`src/rtl/core/i64alu_pkg.sv`:
```
// Shared types and constants for the 64-bit integer ALU with power
package i64alu_pkg;
  localparam int DataWidth = 64;
  typedef logic [DataWidth-1:0] word_t;
  typedef enum logic [2:0] {
    OP_ADD = 3'd0, OP_SUB = 3'd1, OP_MUL = 3'd2,
    OP_DIV = 3'd3, OP_MOD = 3'd4, OP_POW = 3'd5
  } op_t;
  typedef enum logic [1:0] {
    ST_OK = 2'd0, ST_DIV0 = 2'd1, ST_NEGEXP = 2'd2
  } status_t;
  localparam int ExpBits = $clog2(DataWidth);
  localparam int HalfW = DataWidth / 2;
endpackage

```
`src/rtl/core/i64alu_mul.sv`:
```
// Multi-cycle 64x64 wrapping multiplier built from 32x32 partial products
module i64alu_mul (
  input  logic                clk,
  input  logic                rst_n,
  input  logic                start,
  input  i64alu_pkg::word_t   a,
  input  i64alu_pkg::word_t   b,
  output logic                done,
  output i64alu_pkg::word_t   p
);
  import i64alu_pkg::*;

  logic [1:0] step_r, step_nxt;
  logic       busy_r, busy_nxt;
  logic       done_r, done_nxt;
  word_t      a_r, b_r, acc_r, acc_nxt;
  logic [HalfW-1:0] x, y;
  word_t      pp_r;

  always_comb begin
    unique case (step_r)
      2'd0:    begin x = a_r[HalfW-1:0];         y = b_r[HalfW-1:0];         end
      2'd1:    begin x = a_r[DataWidth-1:HalfW]; y = b_r[HalfW-1:0];         end
      default: begin x = a_r[HalfW-1:0];         y = b_r[DataWidth-1:HalfW]; end
    endcase
  end

  always_ff @(posedge clk) begin
    pp_r <= word_t'(x) * word_t'(y);
    if (start) begin
      a_r <= a;
      b_r <= b;
    end
  end

  always_comb begin
    busy_nxt = busy_r;
    step_nxt = step_r;
    done_nxt = 1'b0;
    acc_nxt  = acc_r;
    if (start) begin
      busy_nxt = 1'b1;
      step_nxt = 2'd0;
      acc_nxt  = '0;
    end else if (busy_r) begin
      step_nxt = step_r + 2'd1;
      if (step_r == 2'd1) acc_nxt = pp_r;
      else if (step_r != 2'd0) acc_nxt = acc_r + (pp_r << HalfW);
      if (step_r == 2'd3) begin
        busy_nxt = 1'b0;
        done_nxt = 1'b1;
      end
    end
  end

  always_ff @(posedge clk) begin
    acc_r <= acc_nxt;
    if (!rst_n) begin
      busy_r <= 1'b0;
      step_r <= 2'd0;
      done_r <= 1'b0;
    end else begin
      busy_r <= busy_nxt;
      step_r <= step_nxt;
      done_r <= done_nxt;
    end
  end

  assign done = done_r;
  assign p    = acc_r;
endmodule

```
`src/rtl/core/int64_alu_with_power.sv`:
```
// Top level: sequenced 64-bit integer ALU with add, sub, mul, div, mod and power
//
// Input channel in_valid/in_stall carries in_req_type, in_lhs and in_rhs; a beat
// is taken when in_valid is high and in_stall low. The result channel
// out_valid/out_stall carries out_value and out_status, held until taken.
// One item is in flight at a time; in_stall is high from acceptance until the
// result beat is taken.
// Add, sub, division by zero, unused codes and trivial or negative power go
// straight to the result beat; mul runs four partial-product steps of the
// shared multiplier plus the capture; div and mod run 64 restoring division
// steps, one a cycle, then the sign fix; power runs a chain of shared
// multiplies, at most 11 multiplies for exponent 63. After the result beat
// the block returns to idle before it takes the next item.
// Reset (rst_n low, synchronous) empties the block; out_valid drops.
// While out_stall is high the result holds and no new item is taken.
module int64_alu_with_power (
  input  logic                clk,
  input  logic                rst_n,
  input  logic                in_valid,
  output logic                in_stall,
  input  logic [2:0]          in_req_type,
  input  logic signed [63:0]  in_lhs,
  input  logic signed [63:0]  in_rhs,
  output logic                out_valid,
  input  logic                out_stall,
  output logic signed [63:0]  out_value,
  output logic [1:0]          out_status
);
  import i64alu_pkg::*;

  typedef enum logic [2:0] {
    S_IDLE, S_MUL, S_DIV, S_PSQ, S_PMUL, S_PBASE, S_OUT
  } state_t;

  state_t state_r;
  logic [2:0] op_r;
  word_t b_r, res_r, acc_r, base_r, quo_r;
  logic [DataWidth:0] rem_r;
  logic [ExpBits-1:0] e_r;
  logic [ExpBits:0] cnt_r;
  logic [1:0] st_r;
  logic neg_r;

  logic  m_start;
  word_t m_a, m_b, m_p;
  logic  m_done;

  i64alu_mul u_mul (
    .clk(clk), .rst_n(rst_n), .start(m_start),
    .a(m_a), .b(m_b), .done(m_done), .p(m_p)
  );

  logic  take;
  word_t lhs, rhs, mag_a, mag_b;
  logic [DataWidth:0] trial;
  assign take  = (state_r == S_IDLE) && in_valid;
  assign lhs   = word_t'(in_lhs);
  assign rhs   = word_t'(in_rhs);
  assign mag_a = lhs[DataWidth-1] ? (~lhs + word_t'(1)) : lhs;
  assign mag_b = rhs[DataWidth-1] ? (~rhs + word_t'(1)) : rhs;
  assign trial = {rem_r[DataWidth-1:0], quo_r[DataWidth-1]} - {1'b0, b_r};

  always_comb begin
    m_start = 1'b0;
    m_a = base_r;
    m_b = base_r;
    if (take && in_req_type == OP_MUL) begin
      m_start = 1'b1; m_a = lhs; m_b = rhs;
    end else if (state_r == S_PSQ && e_r != '0) begin
      m_start = 1'b1;
      if (e_r[0]) m_a = acc_r;
    end
  end

  always_ff @(posedge clk) begin
    if (!rst_n) begin
      state_r <= S_IDLE;
    end else begin
      unique case (state_r)
        S_IDLE: if (in_valid) begin
          op_r <= in_req_type;
          unique case (in_req_type)
            OP_ADD: begin
              res_r <= lhs + rhs; st_r <= ST_OK; state_r <= S_OUT;
            end
            OP_SUB: begin
              res_r <= lhs - rhs; st_r <= ST_OK; state_r <= S_OUT;
            end
            OP_MUL: begin
              st_r <= ST_OK; state_r <= S_MUL;
            end
            OP_DIV, OP_MOD: begin
              if (rhs == '0) begin
                res_r <= '0; st_r <= ST_DIV0; state_r <= S_OUT;
              end else begin
                quo_r <= mag_a; b_r <= mag_b; rem_r <= '0;
                cnt_r <= '0;
                st_r <= ST_OK;
                neg_r <= (in_req_type == OP_DIV) ?
                         (lhs[DataWidth-1] ^ rhs[DataWidth-1]) : lhs[DataWidth-1];
                state_r <= S_DIV;
              end
            end
            OP_POW: begin
              if (rhs[DataWidth-1]) begin
                res_r <= lhs; st_r <= ST_NEGEXP; state_r <= S_OUT;
              end else if (rhs == '0) begin
                res_r <= word_t'(1); st_r <= ST_OK; state_r <= S_OUT;
              end else if (rhs >= word_t'(DataWidth)) begin
                if (lhs == word_t'(1)) res_r <= word_t'(1);
                else if (lhs == '1) res_r <= rhs[0] ? '1 : word_t'(1);
                else res_r <= '0;
                st_r <= ST_OK;
                state_r <= S_OUT;
              end else begin
                acc_r <= word_t'(1); base_r <= lhs;
                e_r <= rhs[ExpBits-1:0];
                st_r <= ST_OK;
                state_r <= S_PSQ;
              end
            end
            default: begin
              res_r <= lhs; st_r <= ST_OK; state_r <= S_OUT;
            end
          endcase
        end
        S_MUL: if (m_done) begin
          res_r <= m_p; state_r <= S_OUT;
        end
        S_DIV: begin
          if (cnt_r == (ExpBits+1)'(DataWidth)) begin
            if (op_r == OP_DIV) res_r <= neg_r ? (~quo_r + word_t'(1)) : quo_r;
            else res_r <= neg_r ? (~rem_r[DataWidth-1:0] + word_t'(1))
                                : rem_r[DataWidth-1:0];
            state_r <= S_OUT;
          end else begin
            quo_r <= {quo_r[DataWidth-2:0], ~trial[DataWidth]};
            rem_r <= trial[DataWidth] ? {rem_r[DataWidth-1:0], quo_r[DataWidth-1]} : trial;
            cnt_r <= cnt_r + 1'b1;
          end
        end
        S_PSQ: begin
          if (e_r == '0) begin
            res_r <= acc_r; state_r <= S_OUT;
          end else if (e_r[0]) begin
            state_r <= S_PMUL;
          end else begin
            state_r <= S_PBASE;
          end
        end
        S_PMUL: if (m_done) begin
          acc_r <= m_p;
          e_r <= {e_r[ExpBits-1:1], 1'b0};
          state_r <= S_PSQ;
        end
        S_PBASE: if (m_done) begin
          base_r <= m_p;
          e_r <= e_r >> 1;
          state_r <= S_PSQ;
        end
        S_OUT: if (!out_stall) state_r <= S_IDLE;
        default: state_r <= S_IDLE;
      endcase
    end
  end

  assign in_stall   = (state_r != S_IDLE);
  assign out_valid  = (state_r == S_OUT);
  assign out_value  = res_r;
  assign out_status = st_r;

  a_out_hold: assert property (@(posedge clk) disable iff (!rst_n)
    out_valid && out_stall |=> out_valid && $stable(out_value) && $stable(out_status));
  a_busy_stall: assert property (@(posedge clk) disable iff (!rst_n)
    out_valid |-> in_stall);
  a_status_code: assert property (@(posedge clk) disable iff (!rst_n)
    out_valid |-> (out_status == ST_OK) || (out_status == ST_DIV0) ||
                  (out_status == ST_NEGEXP));
  a_reset_empty: assert property (@(posedge clk) !rst_n |=> !out_valid);
endmodule
```
`config.mk`:
```
export PLATFORM = sky130hd
export DESIGN_NAME = int64_alu_with_power
export DESIGN_NICKNAME = d
export VERILOG_FILES = /design/src/rtl/core/i64alu_pkg.sv /design/src/rtl/core/i64alu_mul.sv /design/src/rtl/core/int64_alu_with_power.sv
export SDC_FILE = /design/constraint.sdc
export NUM_CORES = 2
export LEC_CHECK = 0
export ABC_CLOCK_PERIOD_IN_PS = 11400
export BUFFER_PORTS_ARGS = -buffer_cell sky130_fd_sc_hd__buf_2
export CAP_MARGIN = 20
export CORE_MARGIN = 2
export CORE_UTILIZATION = 37
export CTS_CLUSTER_SIZE = 14
export DETAILED_ROUTE_END_ITERATION = 8
export PLACE_DENSITY = 0.54
export SETUP_SLACK_MARGIN = 0.2
export SKIP_LAST_GASP = 1
export SYNTH_ARGS = -nofsm -noshare
export SYNTH_HDL_FRONTEND = slang
export SYNTH_SLANG_ARGS = --single-unit
```
`constraint.sdc`:
```
create_clock -name clk -period 11.4 [get_ports clk]
set_clock_uncertainty 0.15 [all_clocks]
set_input_delay 0.57 -clock clk [delete_from_list [all_inputs] [get_ports clk]]
set_output_delay 0.57 -clock clk [all_outputs]
set_load 0.1 [all_outputs]
```
* After elaboration in Yosys (flattened, before gate mapping)
Cells that the tools add are included.
Storage, ports and cells: flip-flop bits (word level) 666
Operators by class: $lt $le $gt $ge 1, $mul 1, mux-type cells 85, reduce and logical (&&, ||, !) cells 32, bitwise operators 10, equal/unequal tests 34, add/sub/neg operators 10
Operator list (count):
- 64-bit 2-to-1 mux | 40
- 64-bit case mux with 2 select lines | 4
- 64-bit case mux with 5 select lines | 1
- 64-bit by 1-bit adder with 64-bit output (second input constant) | 4
- 64-bit NOT | 4
- 64-bit case mux with 4 select lines | 1
- 64-bit adder | 2
- 65-bit by 64-bit subtractor with 65-bit output | 1
- 64-bit by 1-bit equality test with 1-bit output (second input constant) | 1
- 64-bit equality test (second input constant) | 1
- 64-bit by 7-bit >= comparator with 1-bit output (second input constant) | 1
- 64-bit logical NOT | 1
- 32-bit by 32-bit multiplier with 64-bit output | 1
- 32-bit 2-to-1 mux | 2
- 64-bit subtractor | 1
- 63-bit 2-to-1 mux | 1
- 6-bit 2-to-1 mux | 6
- 7-bit 2-to-1 mux | 4
- 3-bit 2-to-1 mux | 9
- 9-bit AND reduction | 3
- 3-bit case mux with 6 select lines | 1
- 6-bit case mux with 3 select lines | 1
- 2-bit != test (second input constant) | 8
- 8-bit AND reduction | 2
- 32 further kinds | 73

* Logic depth before layout (Yosys ltp)
depth in word-level cells 9, depth in mapped cells 36, gate-level depth less buffers 32

* Modules after synthesis
A second synthesis with hierarchy kept.
Unflattened totals: cell total of the unflattened synthesis 8937, area, all modules 78325.1 sq um
By module, submodules not included:
- i64alu_mul | cells an instance 4584, area an instance 42663.4 sq um, times used 1
- int64_alu_with_power | cells an instance 4353, area an instance 35661.7 sq um, times used 1

* Least setup slack after synthesis
No wires, ideal clock.
path type reg2reg, from register u_mul.step_r[0], to register u_mul.pp_r[62], data required time 11144 ps, path buffers 3, arrival 9433 ps, setup slack 1711 ps, cell stages (with the launch flop) 32, path through dfxtp_1 > inv_1 > ha_1 > nor2_1 > clkbuf_1 > mux2i_1 > clkbuf_1 > nor2_1 > fa_1 > fa_1 > inv_1 > fa_1 > fa_1 > inv_1 > fa_1 > fa_1 > fa_1 > inv_1 > fa_1 > inv_1 > ha_1 > clkbuf_1 > and3_1 > and2_1 > nand4_1 > o21a_1 > nor2b_1 > a21boi_0 > o211ai_1 > o41ai_1 > or3b_2 > o311ai_0
Between the ends: word-level cells in the longest chain between the ends 4, elaborated cells between the ends (all ways) 6, classes of those cells mul (1); eq/ne (1); mux (2); reduce/logical (2)
RTL lines:
- from (decl) | line i64alu_mul.sv:13 | logic [1:0] step_r, step_nxt;
- from (signal assigned) | line i64alu_mul.sv:64 | step_r <= step_nxt;
- 2-bit by 1-bit equality test with 1-bit output / 2-bit logical NOT (equally long branches) | line i64alu_mul.sv:21 | unique case (step_r)
- 2-bit OR reduction (no source line)
- 32-bit 2-to-1 mux | line i64alu_mul.sv:21
- 32-bit by 32-bit multiplier with 64-bit output (*) | line i64alu_mul.sv:29 | pp_r <= word_t'(x) * word_t'(y);
- to (signal assigned) | line i64alu_mul.sv:29
- to (decl) | line i64alu_mul.sv:18 | word_t pp_r;
Mark *: on every way between the ends. The rest lies on a longest branch, timed or not. A chain may end at the register's enable or synchronous reset.

* Worst setup path after layout
Ends and elaborated chain as after synthesis.

==> flow_metrics.tcl <==
set metrics [dict create \
    dr_wl_met3_um 33100 \
    cts_tree "yes" \
    dr.max_layer_used "met5" \
    synth_area_sq_um 77700 \
    dp.cells 11400 \
    die_h_um 462 \
    synth_ff_type "edfxtp_1" \
    antenna_found_initial 55 \
    cts_buffers 79 \
    reg2regPathDepth 31 \
    max_slew_margin_pct 9.66 \
    hold_buffers 0 \
    routed_via_density 5.77 \
    cap_viol_max_count 0 \
    post_cts_buffers 0 \
    io_buffers 202 \
    ys_seq_elements 666 \
    crit_arrival_ps 11320 \
    place_hpwl_um 267000 \
    end_kind "register" \
    grt_pass1_vias 65200 \
    crit_fanout 17 \
    place_area_sq_um 81900 \
    finalCritPeriodShare_pct 95.3 \
    drt-initial-drc-count 7760 \
    multi_input_area_sq_um 53600 \
    max-clock-path-buffers 3 \
    setup_violations 0 \
    start_util_pct 37.2 \
    synthArstFlopShare_pct 0 \
    grt_max_degree 124 \
    ant_nets 0 \
    fp-row-count 168 \
    min_path_cells 2 \
    fmax_mhz 92.1 \
    critPathRequiredTime_ps 11860 \
    drt_wl_total_um 336000 \
    cts.htree.levels 3 \
    syn_area_per_cell_sq_um 8.90 \
    critPathMaxStageDelay_ps 600 \
    rsz0062_at_grt "no" \
    vias 66700 \
    fin_tns_setup_ps 0 \
    dr_wl_met2_um 143000 \
    post-route-drc-count 0 \
    slew_violations 0 \
    ios 203 \
    grt_pass1_wl_um 480000 \
    clkSinkCount 666 \
    hold_viol 0 \
    core_sq_um 209000 \
    nets 10100 \
    die_w_um 462 \
    firstDrtPassIters 6 \
    cts_resized 0 \
    syn_inst 8734 \
    r2r_setup_slack_ps 540 \
    fin_cells 11600 \
    register_area_sq_um 18700 \
    fill_cells 21100 \
    min_path_type "in2reg" \
    seq_area_frac_synth_pct 24.0 \
    fin_area_sq_um 84600 \
    yosys_warnings 0 \
    cts_root_buffer "clkbuf_16" \
    globalplace.congestion 1.01 \
    tightest_slew_ps 1340 \
    synthesis.nets 10200 \
    path_common_cell "fa_1" \
    insertion_delay_ps 730 \
    synth_edf_count 531 \
    min_period_ps 10860 \
    grt_use_total_pct 30.9 \
    drive_gt1_share_pct 8.54 \
    drt-met1-wl_um 145000 \
    syn2layout_area_growth_pct 8.80 \
    post_drt_wl_per_cell_um 29.1 \
    grt-ovfl-total 0 \
    startpoint_type "register" \
    clk_pin_slew_ps 60 \
    crit_type "reg2reg" \
    dieArea_sq_um 214000 \
    synthDistinctLibCells 87 \
    status "completed" \
    critPathSlowestCell "nor2_4" \
]
[final timing paths]
| kind | from | endpoint |
|---|---|---|
| worst min register to register | u_mul.p[2] | u_mul.p[2] |
| worst max-delay path | u_mul.step_r[0] | u_mul.pp_r[62] |
| worst min-delay path | rst_n | state_r[2] |
| worst max register to register | u_mul.step_r[0] | u_mul.pp_r[62] |
[kinds of logic after synthesis]
| logic type | after synthesis | share of synthesized area [%] |
|---|---|---|
| flip-flops | 666 | 24.0 |
| XOR/XNOR | 509 | 5.74 |
| buffers and inverters | 1561 | 7.57 |
| AND/OR/NAND/NOR | 2829 | 15.8 |
| adder cells (fa/ha/maj) | 1332 | 30.1 |
| multiplexers | 363 | 4.90 |
| AO/OA/AOI/OAI | 1474 | 11.9 |
[metrics by stage]
step / hold slack [ps] / setup slack, ps / utilization [%]
after global routing: 58.9 / 250 / 40.4
after CTS: 30.2 / 870 / 40.4
final: 72.0 / 541 / 40.4
after detailed placement: 336 / 911 / 39.2
after global placement: 331 / 1030 / 39.2
after floorplan: 286 / 1710 / -
[synthesized netlist by cell type (all sizes together) (32+ instances only)]
| master | number | area (sq um) |
|---|---|---|
| or4 | 45 | 349 |
| nor4 | 45 | 297 |
| xnor2 | 281 | 2460 |
| and3 | 104 | 651 |
| mux2 | 132 | 1490 |
| nand4 | 78 | 488 |
| mux2i | 230 | 2300 |
| nor2b | 32 | 200 |
| nor3 | 63 | 315 |
| fa | 899 | 18000 |
| nand3 | 77 | 385 |
| xor2 | 228 | 2000 |
| nand2 | 1219 | 4580 |
| inv | 1036 | 3890 |
| clkbuf | 476 | 1790 |
| a21o | 105 | 788 |
| o41ai | 39 | 342 |
| buf | 47 | 195 |
| a221oi | 65 | 569 |
| o21ai | 364 | 1820 |
| o211ai | 45 | 338 |
| nand2b | 60 | 383 |
| a211oi | 46 | 345 |
| o21bai | 40 | 300 |
| ha | 433 | 5420 |
| dfxtp | 135 | 2700 |
| o31ai | 87 | 658 |
| or3 | 50 | 318 |
| a31oi | 34 | 213 |
| edfxtp | 531 | 15900 |
| a21oi | 472 | 2360 |
| nor2 | 949 | 3560 |
[placed cells by master (no fill, tap or decap), types with 42 or more instances in the layout]
cell type and instances:
a211oi_1 46, a21o_1 105, a21oi_1 471, a221oi_1 65, and3_1 104, buf_2 203, buf_4 158, clkbuf_16 79
dfxtp_1 132, edfxtp_1 531, fa_1 899, ha_1 432, inv_1 1035, mux2_2 132, mux2i_1 178, mux2i_2 49
nand2_1 1214, nand2b_1 59, nand3_1 75, nand4_1 78, nor2_1 941, nor3_1 63, nor4_1 42, o211ai_1 45
o21ai_0 361, o31ai_1 86, or3_1 49, or4_1 42, xnor2_1 280, xor2_1 228
[cell type report]
cell class	instances	area share, %
Antenna cell	25	0.0740
Clock buffer	101	2.49
Clock inverter	46	0.534
Inverter	1038	4.61
Multi-Input combinational cell	6507	63.4
Sequential cell	666	22.1
Tap cell	2805	4.15
Timing Repair Buffer	366	2.72
[routing by layer]
layer	vias to the layer above	GRT usage (%)
li1	28900	-
met1	33800	43.9
met2	3304	45.0
met3	566	7.33
met4	22	12.2
met5	-	0
[state kept, by name, indices dropped and copies added (netlist names)]
| name | flops |
|---|---|
| u_mul.step_r | 2 |
| u_mul.a_r | 64 |
| u_mul.p | 64 |
| u_mul.busy_r | 1 |
| u_mul.done | 1 |
| rem_r | 64 |
| base_r | 64 |
| u_mul.b_r | 64 |
| cnt_r | 7 |
| neg_r | 1 |
| b_r | 64 |
| state_r | 3 |
| op_r | 3 |
| u_mul.pp_r | 64 |
| quo_r | 64 |
| e_r | 6 |
| out_value | 64 |
| acc_r | 64 |
| out_status | 2 |
[worst max-delay path: cells and delay by family, from the launching register on]
family	cells	cell delay, ps
fa+ha+maj	10	4590
buf+inv	9	1330
flops	1	480
simple gates	4	1690
mux	1	600
compound gates	7	1860
Power is left out: the tool's default activity adds up to more than one toggle a clock period on the data nets, which glitch-free logic cannot reach.
